`src/sv/mrm_pkg.sv`:
```
// Shared types, codes and helpers for the Modbus RTU master transaction engine.
`default_nettype none
package mrm_pkg;

    localparam int READ_BUF_DEPTH_DEF  = 64;
    localparam int WRITE_BUF_DEPTH_DEF = 16;
    localparam int MAX_READ_COUNT_DEF  = 8;

    localparam logic [15:0] TIMEOUT_RST   = 16'd120;
    localparam logic [7:0]  RETRY_RST     = 8'd0;
    localparam logic        DRY_RUN_RST   = 1'b1;
    localparam logic        TRANSPORT_RST = 1'b0;

    localparam logic [1:0] REG_TIMEOUT   = 2'd0;
    localparam logic [1:0] REG_RETRY     = 2'd1;
    localparam logic [1:0] REG_DRY_RUN   = 2'd2;
    localparam logic [1:0] REG_TRANSPORT = 2'd3;

    localparam logic [1:0] CMD_START = 2'd0;
    localparam logic [1:0] CMD_BYTE  = 2'd1;
    localparam logic [1:0] CMD_TICK  = 2'd2;

    localparam logic [1:0] SEL_WRITE    = 2'd0;
    localparam logic [1:0] SEL_RD_HOLD  = 2'd1;
    localparam logic [1:0] SEL_RD_INPUT = 2'd2;

    localparam logic [7:0] FC_WRITE_SINGLE = 8'h06;
    localparam logic [7:0] FC_READ_HOLD    = 8'h03;
    localparam logic [7:0] FC_READ_INPUT   = 8'h04;

    localparam logic [1:0] KIND_TX     = 2'd0;
    localparam logic [1:0] KIND_VALUE  = 2'd1;
    localparam logic [1:0] KIND_STATUS = 2'd2;

    localparam logic [2:0] ST_OK        = 3'd0;
    localparam logic [2:0] ST_BAD_RESP  = 3'd1;
    localparam logic [2:0] ST_TIMEOUT   = 3'd2;
    localparam logic [2:0] ST_CRC_ERR   = 3'd3;
    localparam logic [2:0] ST_EXCEPTION = 3'd4;
    localparam logic [2:0] ST_DRY_RUN   = 3'd5;

    localparam logic [15:0] CRC_INIT = 16'hFFFF;
    localparam logic [15:0] CRC_POLY = 16'hA001;

    typedef struct packed {
        logic [15:0] crc_body;
        logic [15:0] crc_rx;
    } crc_track_t;

    function automatic logic [15:0] crc_byte(input logic [15:0] crc_in, input logic [7:0] data);
        logic [15:0] c;
        c = crc_in ^ {8'h00, data};
        for (int b = 0; b < 8; b++)
        begin
            c = c[0] ? ((c >> 1) ^ CRC_POLY) : (c >> 1);
        end
        return c;
    endfunction

endpackage
`default_nettype wire

```
`src/sv/mrm_in_if.sv`:
```
// Input channel: command beats toward the transaction engine.
`default_nettype none
interface mrm_in_if;
    logic        valid;
    logic        ready;
    logic [1:0]  command;
    logic [7:0]  slave_addr;
    logic [1:0]  func_sel;
    logic [15:0] reg_addr;
    logic [15:0] value_or_count;
    logic [7:0]  rx_byte;

    modport source (output valid, command, slave_addr, func_sel, reg_addr, value_or_count,
                    rx_byte, input ready);
    modport sink (input valid, command, slave_addr, func_sel, reg_addr, value_or_count,
                  rx_byte, output ready);
endinterface
`default_nettype wire

```
`src/sv/mrm_out_if.sv`:
```
// Output channel: transmit bytes, register values and status beats.
`default_nettype none
interface mrm_out_if;
    logic        valid;
    logic        ready;
    logic [1:0]  kind;
    logic [7:0]  tx_byte;
    logic [15:0] reg_value;
    logic [2:0]  status;
    logic        dry_flag;
    logic        last;

    modport source (output valid, kind, tx_byte, reg_value, status, dry_flag, last,
                    input ready);
    modport sink (input valid, kind, tx_byte, reg_value, status, dry_flag, last,
                  output ready);
endinterface
`default_nettype wire

```
`src/sv/mrm_resp_store.sv`:
```
// Response byte memory with running CRC tracking of the received frame.
`default_nettype none
module mrm_resp_store
    import mrm_pkg::*;
#(
    parameter int DEPTH = READ_BUF_DEPTH_DEF,
    parameter int AW    = $clog2(DEPTH)
)
(
    input  wire logic          clk,
    input  wire logic          rst_n,
    input  wire logic          clear,
    input  wire logic          wr_en,
    input  wire logic [AW-1:0] wr_addr,
    input  wire logic [7:0]    wr_data,
    input  wire logic [AW-1:0] rd_addr,
    output logic [7:0]         rd_data,
    output crc_track_t         track
);

    logic [7:0]  mem [DEPTH];
    logic [7:0]  rd_data_reg;
    logic [15:0] crc_all_reg, crc_lag1_reg, crc_lag2_reg;
    logic [7:0]  byte_m1_reg, byte_m2_reg;

    always_ff @(posedge clk)
    begin
        if (wr_en)
        begin
            mem[wr_addr] <= wr_data;
        end
        rd_data_reg <= mem[rd_addr];
    end

    always_ff @(posedge clk or negedge rst_n)
    begin
        if (!rst_n)
        begin
            crc_all_reg  <= CRC_INIT;
            crc_lag1_reg <= CRC_INIT;
            crc_lag2_reg <= CRC_INIT;
            byte_m1_reg  <= '0;
            byte_m2_reg  <= '0;
        end
        else if (clear)
        begin
            crc_all_reg  <= CRC_INIT;
            crc_lag1_reg <= CRC_INIT;
            crc_lag2_reg <= CRC_INIT;
        end
        else if (wr_en)
        begin
            crc_all_reg  <= crc_byte(crc_all_reg, wr_data);
            crc_lag1_reg <= crc_all_reg;
            crc_lag2_reg <= crc_lag1_reg;
            byte_m1_reg  <= wr_data;
            byte_m2_reg  <= byte_m1_reg;
        end
    end

    // CRC of all but the last two bytes, and the CRC those two bytes carry
    assign track.crc_body = crc_lag2_reg;
    assign track.crc_rx   = {byte_m1_reg, byte_m2_reg};
    assign rd_data        = rd_data_reg;

endmodule
`default_nettype wire

```
`src/sv/modbus_rtu_master_transaction_top.sv`:
```
// Top level of the Modbus RTU master transaction engine with APB register port.
`default_nettype none
// A valid start beat builds an 8-byte request (CRC over six bytes, one byte per cycle) and
// sends it as 8 transmit beats; each following received-byte or tick beat is absorbed
// in S_IDLE (buffer write and running CRC update in the same cycle), and a frame end is
// checked in S_END, after which each register value read back passes S_RVA, S_RVB and
// S_RVC, since each value needs two reads of the single read port of the response memory.
// One beat is in work at a time; results leave through an output register, so the next
// beat is taken while the final result still waits. No clearing pass is needed after reset.
module modbus_rtu_master_transaction_top
    import mrm_pkg::*;
#(
    parameter int READ_BUF_DEPTH  = READ_BUF_DEPTH_DEF,
    parameter int WRITE_BUF_DEPTH = WRITE_BUF_DEPTH_DEF,
    parameter int MAX_READ_COUNT  = MAX_READ_COUNT_DEF
)
(
    input  wire logic        clk,
    input  wire logic        rst_n,
    input  wire logic        psel,
    input  wire logic        penable,
    input  wire logic        pwrite,
    input  wire logic [3:0]  paddr,
    input  wire logic [31:0] pwdata,
    output logic [31:0]      prdata,
    output logic             pready,
    mrm_in_if.sink           in_ch,
    mrm_out_if.source        out_ch
);

    localparam int MEM_DEPTH = (READ_BUF_DEPTH > WRITE_BUF_DEPTH) ? READ_BUF_DEPTH
                                                                   : WRITE_BUF_DEPTH;
    localparam int AW   = $clog2(MEM_DEPTH);
    localparam int LW   = $clog2(MEM_DEPTH + 1);
    localparam int CMPW = 10;

    typedef enum logic [3:0] {
        S_IDLE, S_CRC, S_TX, S_DRYV, S_STAT, S_END, S_RVA, S_RVB, S_RVC
    } state_t;

    typedef enum logic [1:0] {
        TXM_LAST, TXM_DRYW, TXM_DRYR
    } txmode_t;

    // configuration
    logic [15:0] timeout_reg;
    logic [7:0]  retry_reg;
    logic        dry_run_reg;
    logic        transport_reg;
    logic        cfg_wr;

    assign pready = 1'b1;
    assign cfg_wr = psel & penable & pwrite;

    always_ff @(posedge clk or negedge rst_n)
    begin
        if (!rst_n)
        begin
            timeout_reg   <= TIMEOUT_RST;
            retry_reg     <= RETRY_RST;
            dry_run_reg   <= DRY_RUN_RST;
            transport_reg <= TRANSPORT_RST;
        end
        else if (cfg_wr)
        begin
            case (paddr[3:2])
                REG_TIMEOUT:   timeout_reg   <= pwdata[15:0];
                REG_RETRY:     retry_reg     <= pwdata[7:0];
                REG_DRY_RUN:   dry_run_reg   <= pwdata[0];
                REG_TRANSPORT: transport_reg <= pwdata[0];
                default:       timeout_reg   <= timeout_reg;
            endcase
        end
    end

    always_comb
    begin
        case (paddr[3:2])
            REG_TIMEOUT:   prdata = {16'h0000, timeout_reg};
            REG_RETRY:     prdata = {24'h000000, retry_reg};
            REG_DRY_RUN:   prdata = {31'h0, dry_run_reg};
            REG_TRANSPORT: prdata = {31'h0, transport_reg};
            default:       prdata = '0;
        endcase
    end

    // engine state
    state_t      state_reg, state_next;
    txmode_t     mode_reg, mode_next;
    logic [4:0]  seq_reg, seq_next;
    logic [15:0] crc_reg, crc_next;
    logic [2:0]  stat_reg, stat_next;
    logic        dry_out_reg, dry_out_next;
    logic        busy_reg, busy_next;
    logic [LW-1:0] len_reg, len_next;
    logic [15:0] elapsed_reg, elapsed_next;
    logic [1:0]  idle_reg, idle_next;
    logic [7:0]  attempts_reg, attempts_next;
    logic        pend_read_reg, pend_read_next;
    logic [4:0]  pend_cnt_reg, pend_cnt_next;
    logic        echo_bad_reg, echo_bad_next;
    logic        hdr_bad_reg, hdr_bad_next;
    logic        exc_reg, exc_next;
    logic [7:0]  hi_reg, hi_next;
    logic [7:0]  req_reg [8];
    logic [7:0]  req_next [8];

    // output register
    logic        out_valid_reg;
    logic [1:0]  out_kind_reg;
    logic [7:0]  out_tx_reg;
    logic [15:0] out_val_reg;
    logic [2:0]  out_stat_reg;
    logic        out_dry_reg;
    logic        out_last_reg;

    logic        emit;
    logic [1:0]  e_kind;
    logic [7:0]  e_tx;
    logic [15:0] e_val;
    logic [2:0]  e_stat;
    logic        e_dry;
    logic        e_last;
    logic        slot;

    logic        mem_clear, mem_wr;
    logic [AW-1:0] mem_raddr;
    logic [7:0]  mem_rdata;
    crc_track_t  track;

    logic [2:0]  req_idx;
    logic [7:0]  req_rd;
    logic [CMPW-1:0] limit_c, min_c, len_c;
    logic        accept;
    logic        bad_req, too_short, crc_bad;
    logic [15:0] crc_step;
    logic [2:0]  fail_code;

    assign slot   = !out_valid_reg || out_ch.ready;
    assign accept = in_ch.valid && in_ch.ready;
    assign in_ch.ready = (state_reg == S_IDLE);

    assign req_idx = (state_reg == S_IDLE) ? len_reg[2:0] : seq_reg[2:0];
    assign req_rd  = req_reg[req_idx];

    assign limit_c = pend_read_reg ? CMPW'(READ_BUF_DEPTH) : CMPW'(WRITE_BUF_DEPTH);
    assign min_c   = pend_read_reg ? (CMPW'(5) + CMPW'({pend_cnt_reg, 1'b0})) : CMPW'(8);
    assign len_c   = CMPW'(len_reg);

    assign bad_req = (in_ch.func_sel == 2'd3) || (in_ch.slave_addr == 8'h00)
                     || ((in_ch.func_sel != SEL_WRITE)
                         && ((in_ch.value_or_count == 16'h0000)
                             || (in_ch.value_or_count > 16'(MAX_READ_COUNT))));

    assign too_short = len_c < min_c;
    assign crc_bad   = track.crc_body != track.crc_rx;
    assign crc_step  = crc_byte(crc_reg, req_rd);
    assign fail_code = too_short ? ST_TIMEOUT : (crc_bad ? ST_CRC_ERR : ST_EXCEPTION);

    always_comb
    begin
        logic [LW-1:0] len_inc;
        logic [15:0]   el_inc;
        logic [1:0]    idle_inc;
        logic          fin;
        state_next    = state_reg;
        mode_next     = mode_reg;
        seq_next      = seq_reg;
        crc_next      = crc_reg;
        stat_next     = stat_reg;
        dry_out_next  = dry_out_reg;
        busy_next     = busy_reg;
        len_next      = len_reg;
        elapsed_next  = elapsed_reg;
        idle_next     = idle_reg;
        attempts_next = attempts_reg;
        pend_read_next = pend_read_reg;
        pend_cnt_next = pend_cnt_reg;
        echo_bad_next = echo_bad_reg;
        hdr_bad_next  = hdr_bad_reg;
        exc_next      = exc_reg;
        hi_next       = hi_reg;
        req_next      = req_reg;
        emit          = 1'b0;
        e_kind        = KIND_TX;
        e_tx          = '0;
        e_val         = '0;
        e_stat        = ST_OK;
        e_dry         = 1'b0;
        e_last        = 1'b0;
        mem_clear     = 1'b0;
        mem_wr        = 1'b0;
        mem_raddr     = '0;
        len_inc       = len_reg + LW'(1);
        el_inc        = (elapsed_reg == 16'hFFFF) ? elapsed_reg : elapsed_reg + 16'd1;
        idle_inc      = (idle_reg == 2'd3) ? idle_reg : idle_reg + 2'd1;
        fin           = 1'b0;

        case (state_reg)
            S_IDLE:
            begin
                if (accept)
                begin
                    if (in_ch.command == CMD_START && !busy_reg)
                    begin
                        if (bad_req)
                        begin
                            stat_next    = ST_BAD_RESP;
                            dry_out_next = 1'b0;
                            state_next   = S_STAT;
                        end
                        else
                        begin
                            req_next[0] = in_ch.slave_addr;
                            case (in_ch.func_sel)
                                SEL_WRITE:   req_next[1] = FC_WRITE_SINGLE;
                                SEL_RD_HOLD: req_next[1] = FC_READ_HOLD;
                                default:     req_next[1] = FC_READ_INPUT;
                            endcase
                            req_next[2]    = in_ch.reg_addr[15:8];
                            req_next[3]    = in_ch.reg_addr[7:0];
                            req_next[4]    = in_ch.value_or_count[15:8];
                            req_next[5]    = in_ch.value_or_count[7:0];
                            pend_read_next = (in_ch.func_sel != SEL_WRITE);
                            pend_cnt_next  = (in_ch.func_sel != SEL_WRITE)
                                             ? in_ch.value_or_count[4:0] : 5'd0;
                            seq_next       = '0;
                            crc_next       = CRC_INIT;
                            state_next     = S_CRC;
                        end
                    end
                    else if (in_ch.command == CMD_BYTE && busy_reg)
                    begin
                        idle_next = 2'd0;
                        if (len_c < limit_c)
                        begin
                            mem_wr   = 1'b1;
                            len_next = len_inc;
                            if (len_reg < LW'(6) && in_ch.rx_byte != req_rd)
                            begin
                                echo_bad_next = 1'b1;
                            end
                            if ((len_reg == LW'(0) && in_ch.rx_byte != req_rd)
                                || (len_reg == LW'(1) && in_ch.rx_byte != req_rd)
                                || (len_reg == LW'(2)
                                    && in_ch.rx_byte != {2'b00, pend_cnt_reg, 1'b0}))
                            begin
                                hdr_bad_next = 1'b1;
                            end
                            if (len_reg == LW'(1))
                            begin
                                exc_next = in_ch.rx_byte[7];
                            end
                            if (CMPW'(len_inc) >= limit_c)
                            begin
                                fin = 1'b1;
                            end
                        end
                        else
                        begin
                            fin = 1'b1;
                        end
                        if (fin)
                        begin
                            state_next = S_END;
                        end
                    end
                    else if (in_ch.command == CMD_TICK && busy_reg)
                    begin
                        elapsed_next = el_inc;
                        idle_next    = idle_inc;
                        if (el_inc >= timeout_reg || (!too_short && idle_inc == 2'd3))
                        begin
                            state_next = S_END;
                        end
                    end
                end
            end

            S_CRC:
            begin
                crc_next = crc_step;
                seq_next = seq_reg + 5'd1;
                if (seq_reg == 5'd5)
                begin
                    req_next[6] = crc_step[7:0];
                    req_next[7] = crc_step[15:8];
                    seq_next    = '0;
                    if (dry_run_reg)
                    begin
                        mem_clear    = 1'b1;
                        len_next     = '0;
                        elapsed_next = '0;
                        idle_next    = '0;
                        dry_out_next = 1'b1;
                        mode_next    = pend_read_reg ? TXM_DRYR : TXM_DRYW;
                        state_next   = S_TX;
                    end
                    else if (!transport_reg || limit_c < min_c)
                    begin
                        stat_next    = ST_BAD_RESP;
                        dry_out_next = 1'b0;
                        state_next   = S_STAT;
                    end
                    else
                    begin
                        mem_clear     = 1'b1;
                        len_next      = '0;
                        elapsed_next  = '0;
                        idle_next     = '0;
                        echo_bad_next = 1'b0;
                        hdr_bad_next  = 1'b0;
                        attempts_next = '0;
                        busy_next     = 1'b1;
                        dry_out_next  = 1'b0;
                        mode_next     = TXM_LAST;
                        state_next    = S_TX;
                    end
                end
            end

            S_TX:
            begin
                if (slot)
                begin
                    emit     = 1'b1;
                    e_kind   = KIND_TX;
                    e_tx     = req_rd;
                    e_dry    = dry_out_reg;
                    e_last   = (seq_reg == 5'd7) && (mode_reg == TXM_LAST);
                    seq_next = seq_reg + 5'd1;
                    if (seq_reg == 5'd7)
                    begin
                        seq_next = '0;
                        case (mode_reg)
                            TXM_DRYW:
                            begin
                                stat_next  = ST_OK;
                                state_next = S_STAT;
                            end
                            TXM_DRYR:
                            begin
                                state_next = S_DRYV;
                            end
                            default:
                            begin
                                state_next = S_IDLE;
                            end
                        endcase
                    end
                end
            end

            S_DRYV:
            begin
                if (slot)
                begin
                    emit     = 1'b1;
                    e_kind   = KIND_VALUE;
                    e_dry    = 1'b1;
                    seq_next = seq_reg + 5'd1;
                    if (seq_reg == pend_cnt_reg - 5'd1)
                    begin
                        stat_next  = ST_DRY_RUN;
                        state_next = S_STAT;
                    end
                end
            end

            S_STAT:
            begin
                if (slot)
                begin
                    emit       = 1'b1;
                    e_kind     = KIND_STATUS;
                    e_stat     = stat_reg;
                    e_dry      = dry_out_reg;
                    e_last     = 1'b1;
                    state_next = S_IDLE;
                end
            end

            S_END:
            begin
                dry_out_next = 1'b0;
                if (!too_short && !crc_bad && !exc_reg)
                begin
                    busy_next = 1'b0;
                    if (pend_read_reg)
                    begin
                        if (hdr_bad_reg)
                        begin
                            stat_next  = ST_BAD_RESP;
                            state_next = S_STAT;
                        end
                        else
                        begin
                            seq_next   = '0;
                            state_next = S_RVA;
                        end
                    end
                    else
                    begin
                        stat_next  = echo_bad_reg ? ST_BAD_RESP : ST_OK;
                        state_next = S_STAT;
                    end
                end
                else if (attempts_reg < retry_reg)
                begin
                    if (transport_reg)
                    begin
                        attempts_next = attempts_reg + 8'd1;
                        mem_clear     = 1'b1;
                        len_next      = '0;
                        elapsed_next  = '0;
                        idle_next     = '0;
                        echo_bad_next = 1'b0;
                        hdr_bad_next  = 1'b0;
                        seq_next      = '0;
                        mode_next     = TXM_LAST;
                        state_next    = S_TX;
                    end
                    else
                    begin
                        attempts_next = retry_reg;
                        busy_next     = 1'b0;
                        stat_next     = ST_BAD_RESP;
                        state_next    = S_STAT;
                    end
                end
                else
                begin
                    busy_next  = 1'b0;
                    stat_next  = fail_code;
                    state_next = S_STAT;
                end
            end

            S_RVA:
            begin
                mem_raddr  = AW'({seq_reg, 1'b0} + 6'd3);
                state_next = S_RVB;
            end

            S_RVB:
            begin
                mem_raddr  = AW'({seq_reg, 1'b0} + 6'd4);
                hi_next    = mem_rdata;
                state_next = S_RVC;
            end

            S_RVC:
            begin
                mem_raddr = AW'({seq_reg, 1'b0} + 6'd4);
                if (slot)
                begin
                    emit     = 1'b1;
                    e_kind   = KIND_VALUE;
                    e_val    = {hi_reg, mem_rdata};
                    seq_next = seq_reg + 5'd1;
                    if (seq_reg == pend_cnt_reg - 5'd1)
                    begin
                        stat_next  = ST_OK;
                        state_next = S_STAT;
                    end
                    else
                    begin
                        state_next = S_RVA;
                    end
                end
            end

            default:
            begin
                state_next = S_IDLE;
            end
        endcase
    end

    always_ff @(posedge clk or negedge rst_n)
    begin
        if (!rst_n)
        begin
            state_reg     <= S_IDLE;
            mode_reg      <= TXM_LAST;
            seq_reg       <= '0;
            stat_reg      <= ST_OK;
            dry_out_reg   <= 1'b0;
            busy_reg      <= 1'b0;
            len_reg       <= '0;
            elapsed_reg   <= '0;
            idle_reg      <= '0;
            attempts_reg  <= '0;
            pend_read_reg <= 1'b0;
            pend_cnt_reg  <= '0;
            echo_bad_reg  <= 1'b0;
            hdr_bad_reg   <= 1'b0;
            exc_reg       <= 1'b0;
            out_valid_reg <= 1'b0;
        end
        else
        begin
            state_reg     <= state_next;
            mode_reg      <= mode_next;
            seq_reg       <= seq_next;
            stat_reg      <= stat_next;
            dry_out_reg   <= dry_out_next;
            busy_reg      <= busy_next;
            len_reg       <= len_next;
            elapsed_reg   <= elapsed_next;
            idle_reg      <= idle_next;
            attempts_reg  <= attempts_next;
            pend_read_reg <= pend_read_next;
            pend_cnt_reg  <= pend_cnt_next;
            echo_bad_reg  <= echo_bad_next;
            hdr_bad_reg   <= hdr_bad_next;
            exc_reg       <= exc_next;
            if (emit)
            begin
                out_valid_reg <= 1'b1;
            end
            else if (out_ch.ready)
            begin
                out_valid_reg <= 1'b0;
            end
        end
    end

    always_ff @(posedge clk)
    begin
        crc_reg <= crc_next;
        hi_reg  <= hi_next;
        req_reg <= req_next;
        if (emit)
        begin
            out_kind_reg <= e_kind;
            out_tx_reg   <= e_tx;
            out_val_reg  <= e_val;
            out_stat_reg <= e_stat;
            out_dry_reg  <= e_dry;
            out_last_reg <= e_last;
        end
    end

    assign out_ch.valid     = out_valid_reg;
    assign out_ch.kind      = out_kind_reg;
    assign out_ch.tx_byte   = out_tx_reg;
    assign out_ch.reg_value = out_val_reg;
    assign out_ch.status    = out_stat_reg;
    assign out_ch.dry_flag  = out_dry_reg;
    assign out_ch.last      = out_last_reg;

    mrm_resp_store #(
        .DEPTH (MEM_DEPTH),
        .AW    (AW)
    ) u_store (
        .clk     (clk),
        .rst_n   (rst_n),
        .clear   (mem_clear),
        .wr_en   (mem_wr),
        .wr_addr (len_reg[AW-1:0]),
        .wr_data (in_ch.rx_byte),
        .rd_addr (mem_raddr),
        .rd_data (mem_rdata),
        .track   (track)
    );

`ifndef NO_ASSERTIONS
    a_len_bound: assert property (@(posedge clk) disable iff (!rst_n)
        busy_reg |-> (len_c <= limit_c))
        else $error("response length beyond buffer limit");

    a_status_last: assert property (@(posedge clk) disable iff (!rst_n)
        (out_ch.valid && out_ch.kind == KIND_STATUS) |-> out_ch.last)
        else $error("status beat without last");

    a_emit_slot: assert property (@(posedge clk) disable iff (!rst_n)
        (out_valid_reg && !out_ch.ready) |=> ($stable(out_val_reg) && $stable(out_kind_reg)))
        else $error("pending result overwritten");
`endif

endmodule
`default_nettype wire

```
`src/flat_wrapper.sv`:
```
// flat-port wrapper written by rule: the top's interface ports become plain ports
module modbus_rtu_master_transaction_top_flat import mrm_pkg::*;
#(
    parameter int READ_BUF_DEPTH  = READ_BUF_DEPTH_DEF,
    parameter int WRITE_BUF_DEPTH = WRITE_BUF_DEPTH_DEF,
    parameter int MAX_READ_COUNT  = MAX_READ_COUNT_DEF
)
  (clk, rst_n, psel, penable, pwrite, paddr, pwdata, prdata, pready, in_ch_valid, in_ch_command, in_ch_slave_addr, in_ch_func_sel, in_ch_reg_addr, in_ch_value_or_count, in_ch_rx_byte, in_ch_ready, out_ch_valid, out_ch_kind, out_ch_tx_byte, out_ch_reg_value, out_ch_status, out_ch_dry_flag, out_ch_last, out_ch_ready);
  mrm_in_if in_ch_i ();
  mrm_out_if out_ch_i ();
  input  wire logic clk;
  input  wire logic rst_n;
  input  wire logic psel;
  input  wire logic penable;
  input  wire logic pwrite;
  input  wire logic [3:0] paddr;
  input  wire logic [31:0] pwdata;
  output logic [31:0] prdata;
  output logic pready;
  input wire logic [$bits(in_ch_i.valid)-1:0] in_ch_valid;
  input wire logic [$bits(in_ch_i.command)-1:0] in_ch_command;
  input wire logic [$bits(in_ch_i.slave_addr)-1:0] in_ch_slave_addr;
  input wire logic [$bits(in_ch_i.func_sel)-1:0] in_ch_func_sel;
  input wire logic [$bits(in_ch_i.reg_addr)-1:0] in_ch_reg_addr;
  input wire logic [$bits(in_ch_i.value_or_count)-1:0] in_ch_value_or_count;
  input wire logic [$bits(in_ch_i.rx_byte)-1:0] in_ch_rx_byte;
  output wire logic [$bits(in_ch_i.ready)-1:0] in_ch_ready;
  output wire logic [$bits(out_ch_i.valid)-1:0] out_ch_valid;
  output wire logic [$bits(out_ch_i.kind)-1:0] out_ch_kind;
  output wire logic [$bits(out_ch_i.tx_byte)-1:0] out_ch_tx_byte;
  output wire logic [$bits(out_ch_i.reg_value)-1:0] out_ch_reg_value;
  output wire logic [$bits(out_ch_i.status)-1:0] out_ch_status;
  output wire logic [$bits(out_ch_i.dry_flag)-1:0] out_ch_dry_flag;
  output wire logic [$bits(out_ch_i.last)-1:0] out_ch_last;
  input wire logic [$bits(out_ch_i.ready)-1:0] out_ch_ready;
  assign in_ch_i.valid = in_ch_valid;
  assign in_ch_i.command = in_ch_command;
  assign in_ch_i.slave_addr = in_ch_slave_addr;
  assign in_ch_i.func_sel = in_ch_func_sel;
  assign in_ch_i.reg_addr = in_ch_reg_addr;
  assign in_ch_i.value_or_count = in_ch_value_or_count;
  assign in_ch_i.rx_byte = in_ch_rx_byte;
  assign in_ch_ready = in_ch_i.ready;
  assign out_ch_valid = out_ch_i.valid;
  assign out_ch_kind = out_ch_i.kind;
  assign out_ch_tx_byte = out_ch_i.tx_byte;
  assign out_ch_reg_value = out_ch_i.reg_value;
  assign out_ch_status = out_ch_i.status;
  assign out_ch_dry_flag = out_ch_i.dry_flag;
  assign out_ch_last = out_ch_i.last;
  assign out_ch_i.ready = out_ch_ready;
  modbus_rtu_master_transaction_top #(.READ_BUF_DEPTH(READ_BUF_DEPTH), .WRITE_BUF_DEPTH(WRITE_BUF_DEPTH), .MAX_READ_COUNT(MAX_READ_COUNT)) u_core (.clk(clk), .rst_n(rst_n), .psel(psel), .penable(penable), .pwrite(pwrite), .paddr(paddr), .pwdata(pwdata), .prdata(prdata), .pready(pready), .in_ch(in_ch_i), .out_ch(out_ch_i));
endmodule
```
`config.mk`:
```
export PLATFORM = sky130hd
export DESIGN_NAME = modbus_rtu_master_transaction_top_flat
export DESIGN_NICKNAME = d
export VERILOG_FILES = /design/src/sv/mrm_pkg.sv /design/src/sv/mrm_in_if.sv /design/src/sv/mrm_out_if.sv /design/src/sv/mrm_resp_store.sv /design/src/sv/modbus_rtu_master_transaction_top.sv /design/src/flat_wrapper.sv
export SDC_FILE = /design/constraint.sdc
export NUM_CORES = 1
export LEC_CHECK = 0
export BUFFER_PORTS_ARGS = -buffer_cell sky130_fd_sc_hd__buf_2
export CAP_MARGIN = 5
export CORE_MARGIN = 4
export CORE_UTILIZATION = 50
export DETAILED_ROUTE_END_ITERATION = 16
export MAX_ROUTING_LAYER = met4
export PLACE_DENSITY = 0.67
export SLEW_MARGIN = 30
export SYNTH_ARGS = -nofsm -noshare
export SYNTH_HDL_FRONTEND = slang
export SYNTH_SLANG_ARGS = --single-unit
```
`constraint.sdc`:
```
create_clock -name clk -period 4.55 [get_ports clk]
set_clock_uncertainty 0.05 [all_clocks]
set_input_delay 0.6825 -clock clk [delete_from_list [all_inputs] [get_ports clk]]
set_output_delay 0.6825 -clock clk [all_outputs]
set_load 0.05 [all_outputs]
```
==> results of run 1 <==
## what timing repair did
item,in CTS,in global routing
buffers inserted,0,0
gates resized for setup,0,2
setup endpoints to repair,0,3
hold buffers,0,1
endpoints found under the hold margin,0,46
## metal layers
layer	track usage (%)	vias up	routed length, um
met5	-	-	0
met4	7.71	0	2420
met3	4.19	139	6110
met2	36.1	788	38500
met1	31.6	10189	33600
li1	-	9056	-
## power by group through the flow
stage / clock network [mW] / logic [mW] / registers (mW)
floorplan: 0 / 3.56 / 9.00
global placement: 0 / 5.10 / 8.81
detailed placement: 0 / 5.21 / 8.84
CTS: 6.33 / 5.23 / 8.70
global route: 6.68 / 5.68 / 8.75
finish: 6.21 / 5.23 / 8.70
## logic make-up after synthesis
| logic type | count (synthesis) | synth area share [%] |
|---|---|---|
| AO/OA/AOI/OAI | 303 | 6.14 |
| XOR/XNOR | 98 | 2.71 |
| adder cells (fa/ha/maj) | 45 | 1.67 |
| buffers and inverters | 185 | 2.52 |
| flip-flops | 773 | 66.6 |
| multiplexers | 212 | 11.4 |
| other | 2 | 0.0222 |
| AND/OR/NAND/NOR | 667 | 8.98 |
## cell usage in the layout (no fill, tap or decap), drive strengths merged, types with 8 or more instances in the layout
master	count
a21o	19
dfstp	43
a311oi	11
o211ai	14
dfxtp	8
mux2	30
nand3b	8
o31ai	17
edfxtp	626
and3	26
a211oi	36
mux2i	51
dfrtp	96
buf	237
clkbuf	112
nor4	13
mux4	131
a311o	8
a31oi	26
a21oi	59
conb	17
ha	45
nor3	27
xnor2	71
o21ai	52
xor2	24
nand4	12
a22oi	15
nor2	210
nand2b	29
and2	31
nand3	51
clkinv	23
inv	57
nand2	232
## layout make-up
cell class / instances / area share [%]
timing repair buffer: 238 / 4.02
inverter: 52 / 0.521
clock buffer: 112 / 5.77
antenna: 2 / 0.0130
multi-input combinational: 1342 / 27.6
sequential: 773 / 58.5
tap: 873 / 2.84
clock inverter: 34 / 0.671
## through the flow
step | power (mW) | setup WS [ps] | hold WS [ps] | cell area, um2 | utilization (%)
3_3_place_gp | 13.9 | 300 | 358 | 35900 | 53.5
5_1_grt | 21.1 | 35.5 | 167 | 38400 | 57.3
6_report | 20.1 | 370 | 185 | 38400 | 57.3
4_1_cts | 20.3 | 163 | 102 | 38400 | 57.2
3_5_place_dp | 14.0 | 206 | 377 | 35900 | 53.5
2_1_floorplan | 12.6 | 642 | 337 | 33800 | -
## worst max path at each step
| stage | slack, ps | cells past startpoint | start | to |
|---|---|---|---|---|
| 4_1_cts | 160 | 18 | u_core.elapsed_reg[4] | u_core.state_reg[1] |
| 6_report | 370 | 18 | u_core.elapsed_reg[4] | u_core.state_reg[1] |
| 3_3_place_gp | 300 | 18 | u_core.elapsed_reg[4] | u_core.state_reg[1] |
| 5_1_grt | 40 | 18 | u_core.elapsed_reg[4] | u_core.state_reg[1] |
| 3_5_place_dp | 210 | 18 | u_core.elapsed_reg[4] | u_core.state_reg[1] |
| 2_1_floorplan | 640 | 17 | u_core.elapsed_reg[5] | u_core.state_reg[1] |
## worst max-delay path: cells and delay by family (launching register included)
family	cells	cell delay (ps)
AOI/OAI and AO/OA	8	1640
and+or+nand+nor	8	1390
DFF	1	420
muxes	1	310
adders and majority gates	1	240
==> metrics.md, run 1 <==
| Metric | Value |
|---|---|
| Status | `complete, no violations` |
| R2r startpoint | `u_core.elapsed_reg[4]` |
| CTS tree | `yes` |
| Max stage delay on crit path | `between 400 and 500 ps` |
| Worst-Margin Slew | `around 940 ps` |
| EDFF count, synth | `between 600 and 700` |
| Per-cell routed wire length | `approximately 24 um` |
| I/O pin cnt | `between 150 and 200` |
| Power Density | `roughly 520 nW/um2` |
| Max reg flops | `approximately 500` |
| RSZ-0062 raised after global routing | `no` |
| Clock share of power | `30.8%` |
| Initial antenna violation count | `2` |
| Sequential power share | `a little over two fifths` |
| Die Wd | `~270 um` |
| Multi-input gate area | `approximately 11000 um2` |
| Drt drc | `0` |
| CTS root buf | `clkbuf_16` |
| Leak pwr | `roughly 14 nW` |
| Psw | `between 6 and 7 mW` |
| Number of global-route vias before repair | `around 20000` |
| Fraction of registers with async set/reset | `between 10% and 20%` |
| Startpoint Class | `register` |
| FF-to-FF path depth | `18` |
| Synth Flop Type | `edfxtp_1` |
| CP endpoint kind | `register` |
| Layout area overhead | `13.7%` |
| Worst EP required | `approximately 5000 ps` |
| Largest net degree at the start of global routing | `around 120` |
| Die Ht | `around 270 um` |
| Max-slew violations | `0` |
| Grt ovf | `0` |
| CP max stage cell | `a2111oi_0` |
| WS Path Type | `reg2reg` |
| Vias/cell | `about 6` |
| Max Clk Rate | `roughly 240 MHz` |
| Clock Latency Late Sink | `about 620 ps` |
| Final WL | `between 80000 and 90000 um` |
| CP most frequent cell | `a21o_1` |
| Number of H-tree levels | `3` |
| Sequential cell area | `between 20000 and 25000 um2` |
| Final Instance Count excl. Fillers | `3426` |
| Post-synth top area share | `a little under three fifths` |
| Max Cap Viol | `0` |
| Clock Pin Slew Worst Setup and Hold Paths | `60 ps` |
| 1st-iter DRT viols | `approximately 1900` |
| Hold endpoint | `u_core.req_reg[47]` |
| # fillers | `5233` |
| Placed Instances | `3276` |
| GRT Util Overall | `23.2%` |
| Reg2reg end | `u_core.state_reg[1]` |
| Clk sinks | `between 700 and 800` |
| # rows | `95` |
| Period utilization | `around nine tenths` |
| HP Class | `in2reg` |
| Die ar. | `~72000 um2` |
| Final Setup Violations | `0` |
| Critical path peak fanout | `6` |
| Setup tns final | `0 ps` |
| Hold Crit Start | `in_ch_reg_addr[15]` |
| Mapped Cells | `around 2300` |
| Fin crit period | `about 4200 ps` |
| VDD IR max | `about 0.00037 V` |
| Nets@finish | `2628` |
| Vias | `slightly above 20000` |
| Seq/Total Area, Yosys | `between 60% and 70%` |
| Hpwl dp | `53800 um` |
| Routability cong. | `about 0.9` |
| Synthesized area | `33800 um2` |
| CP cell instances | `nand4_1 > nor2_1 > nand3_1 > nor3_2 > nand2_1 > nor2_2 > nand2_1 > nand2_1 > ha_1 > a21o_1 > a21o_1 > a21o_1 > a21o_1 > a2111oi_0 > o2bb2ai_1 > o21bai_1 > a311oi_1 > mux2_2` |
| Switching part of the total | `between 30% and 40%` |
| Global-route wire length before repair | `124000 um` |
| Rel. slew slack | `between 30 and 40%` |
| Power share of the combinational group | `26.0%` |
| Synth top area cells | `edfxtp_1, mux4_2, dfrtp_1, dfstp_2, nand2_1` |
| Worst-case clock buffer depth | `3` |
| Endpoints failing hold | `0` |
| CTS buffer count | `81` |
| Most instantiated cells after synthesis | `edfxtp_1, nand2_1, nor2_1` |
| Worst hold stages | `1` |
| Initial core utilization | `between 50% and 60%` |
| Antenna-violating nets left | `0` |
| Largest area contributor in the netlist | `edfxtp_1` |
| Top-count cell post-synth | `edfxtp_1` |
| IO Port Bufs | `125` |
| First drt pass iteration count | `5` |
| Seq cells post-synth | `around 770` |
| Synth cell types | `between 80 and 90` |
| WP data arrival | `4640 ps` |
| R2R Setup Slk | `about 370 ps` |
| Proportion of layout cells with a drive suffix above 1 | `approximately 23%` |
| Ys Warns | `0` |
| Syn avg cell area | `roughly 15 um2` |
| Cell-internal power | `13.9 mW` |
| Core footprint | `about 67000 um2` |
Power figures use the tool's default switching activity.
==> run 2, diff against run 1 <==
--- a/config.mk
+++ b/config.mk
@@ -5,13 +5,12 @@
 export SDC_FILE = /design/constraint.sdc
 export NUM_CORES = 1
 export LEC_CHECK = 0
-export BUFFER_PORTS_ARGS = -buffer_cell sky130_fd_sc_hd__buf_2
 export CAP_MARGIN = 5
 export CORE_MARGIN = 4
 export CORE_UTILIZATION = 50
 export DETAILED_ROUTE_END_ITERATION = 16
+export DONT_BUFFER_PORTS = 1
 export MAX_ROUTING_LAYER = met4
-export PLACE_DENSITY = 0.67
 export SLEW_MARGIN = 30
 export SYNTH_ARGS = -nofsm -noshare
 export SYNTH_HDL_FRONTEND = slang
==> metrics.md, run 2 (synthesized netlist as in run 1, its figures left out) <==
| Metric | Value |
|---|---|
| Reg2reg end | `u_core.state_reg[1]` |
| # resized after CTS | `0` |
| Number of H-tree levels | `3` |
| Hpwl dp | `a little over 50000 um` |
| Hold Crit Start | `in_ch_value_or_count[3]` |
| R2R Setup Slk | `roughly 470 ps` |
| WHS | `between 90 and 100 ps` |
| Final Setup Violations | `0` |
| Clock Pin Slew Worst Setup and Hold Paths | `~60 ps` |
| CTS tree | `yes` |
| Final WL | `79200 um` |
| Worst-case clock buffer depth | `3` |
| Critical path peak fanout | `6` |
| CP endpoint kind | `register` |
| RSZ-0062 raised after global routing | `no` |
| Die ar. | `approximately 72000 um2` |
| Initial core utilization | `between 50 and 60%` |
| Nets@finish | `approximately 2500` |
| 1st-iter DRT viols | `around 1700` |
| Crit. Startpoint | `u_core.elapsed_reg[4]` |
| CTS root buf | `clkbuf_16` |
| Routability cong. | `between 0.8 and 0.9` |
| Grt ovf | `0` |
| Period utilization | `~90%` |
| WP data arrival | `between 4000 and 5000 ps` |
| Status | `complete, no violations` |
| Die Wd | `268 um` |
| Commonest non-fill, non-tap cells in the layout | `edfxtp_1, nand2_1, nor2_1, buf_4, mux4_2` |
| WS Path Type | `reg2reg` |
| Endpoints failing hold | `0` |
| # rows | `95` |
| Post-DP Area | `35500 um2` |
| Setup tns final | `0 ps` |
| Commonest non-fill, non-tap cell in the layout | `edfxtp_1` |
| Antenna-violating nets left | `0` |
| Max reg flops | `just over 500` |
| Placed Instances | `3175` |
| CTS buffer count | `between 80 and 90` |
| HP Class | `in2reg` |
| Clock Latency Late Sink | `around 630 ps` |
| Post-route cell area | `roughly 38000 um2` |
| Core footprint | `between 60000 and 70000 um2` |
| Leak pwr | `13.6 nW` |
| First drt pass iteration count | `5` |
| Initial antenna violation count | `0` |
| I/O pin cnt | `approximately 160` |
| IO Port Bufs | `0` |
| Vias/cell | `about 5.9` |
| Worst EP required | `~5000 ps` |
| R2r startpoint | `u_core.elapsed_reg[4]` |
| Clk sinks | `approximately 770` |
| Antenna cell count | `0` |
| Global-route wire length before repair | `121000 um` |
| Per-cell routed wire length | `around 24 um` |
| VDD IR max | `0.000374 V` |
| FF-to-FF path depth | `19` |
| Max Cap Viol | `0` |
| Fin crit period | `around 4100 ps` |
| Proportion of layout cells with a drive suffix above 1 | `20.4%` |
| Final Instance Count excl. Fillers | `about 3300` |
| Number of global-route vias before repair | `19889` |
| Max Clk Rate | `about 250 MHz` |
| Die Ht | `roughly 270 um` |
| Largest net degree at the start of global routing | `between 100 and 150` |
| Power Density | `about 530 nW/um2` |
| Worst-Margin Slew | `949 ps` |
| Max-slew violations | `0` |
| Startpoint Class | `register` |
| Drt drc | `0` |
| Critical Path End | `u_core.state_reg[1]` |
| Layout area overhead | `13.1%` |
| Rel. slew slack | `36.5%` |
| Vias | `19558` |
| GRT Util Overall | `between 20% and 30%` |
| Power, Total | `20.2 mW` |
[run 2: cell types whose count changed in the layout (fill, tap and decap cells not counted), sizes merged]
cell	previous run	this run
buf	237	137
bufinv	2	3
clkbuf	112	108
clkinv	23	36
clkinvlp	4	1
diode	2	0
inv	57	56
[run 2: report_power, final]
group / switching (mW) / internal (mW) / leakage [nW]
clock: 2.77 / 3.77 / 1.32
combinational: 2.68 / 1.98 / 4.90
sequential: 0.720 / 8.31 / 7.38
total: 6.17 / 14.1 / 13.6
[run 2: worst min-delay path by stage]
| stage | to | slack (ps) | cells after the start |
|---|---|---|---|
| 2_1_floorplan | u_core.attempts_reg[0] | 340 | 0 |
| 3_3_place_gp | u_core.out_ch.valid | 340 | 0 |
| 3_5_place_dp | u_core.out_ch.valid | 340 | 0 |
| 4_1_cts | u_core.out_ch.valid | 7 | 1 |
| 5_1_grt | u_core.req_reg[56] | 60 | 0 |
| 6_report | u_core.req_reg[19] | 90 | 0 |
[run 2: cell type report]
type	instances	area, um2
Clock buffer	108	2300
Clock inverter	44	368
Fill cell	5292	28800
Inverter	52	200
Multi-Input combinational cell	1342	10600
Sequential cell	773	22500
Tap cell	873	1090
Timing Repair Buffer	138	1140
[run 2: timing repair]
| action | 4_1_cts | 5_1_grt |
|---|---|---|
| buffers inserted | 0 | 0 |
| hold buffers | 1 | 1 |
| hold endpoints to repair | 139 | 5 |
[run 2: worst max-delay path, cell delays in order, from the launching register on]
cell	delay [ps]
dfrtp_1	440
nand4_1	140
nor2_1	240
nand3_1	160
nor3_1	230
buf_4	170
nand2_1	70
nor2_1	140
nand2_1	70
nand2_1	90
ha_1	230
a21o_1	160
a21o_1	170
a21o_1	180
a21o_1	200
a2111oi_0	390
o2bb2ai_1	120
o21bai_1	180
a311oi_1	200
mux2_2	320
[run 2: routing by layer]
layer  part of all wire, %  wire [um]  GRT usage, %  vias up
met3                   5.9       4650          4.03      133
li1                      -          -             -     8865
met5                     0          0             -        -
met1                    43      33900          30.9     9947
met4                   2.6       2090          6.06        0
met2                    49      38600          36.4      613
[run 2: through the flow]
stage               utilization, %  setup slack, ps
global placement              52.9              459
global route                  57.0             64.2
CTS                           56.9              449
finish                        57.0              470
floorplan                        -              642
detailed placement            52.9              495
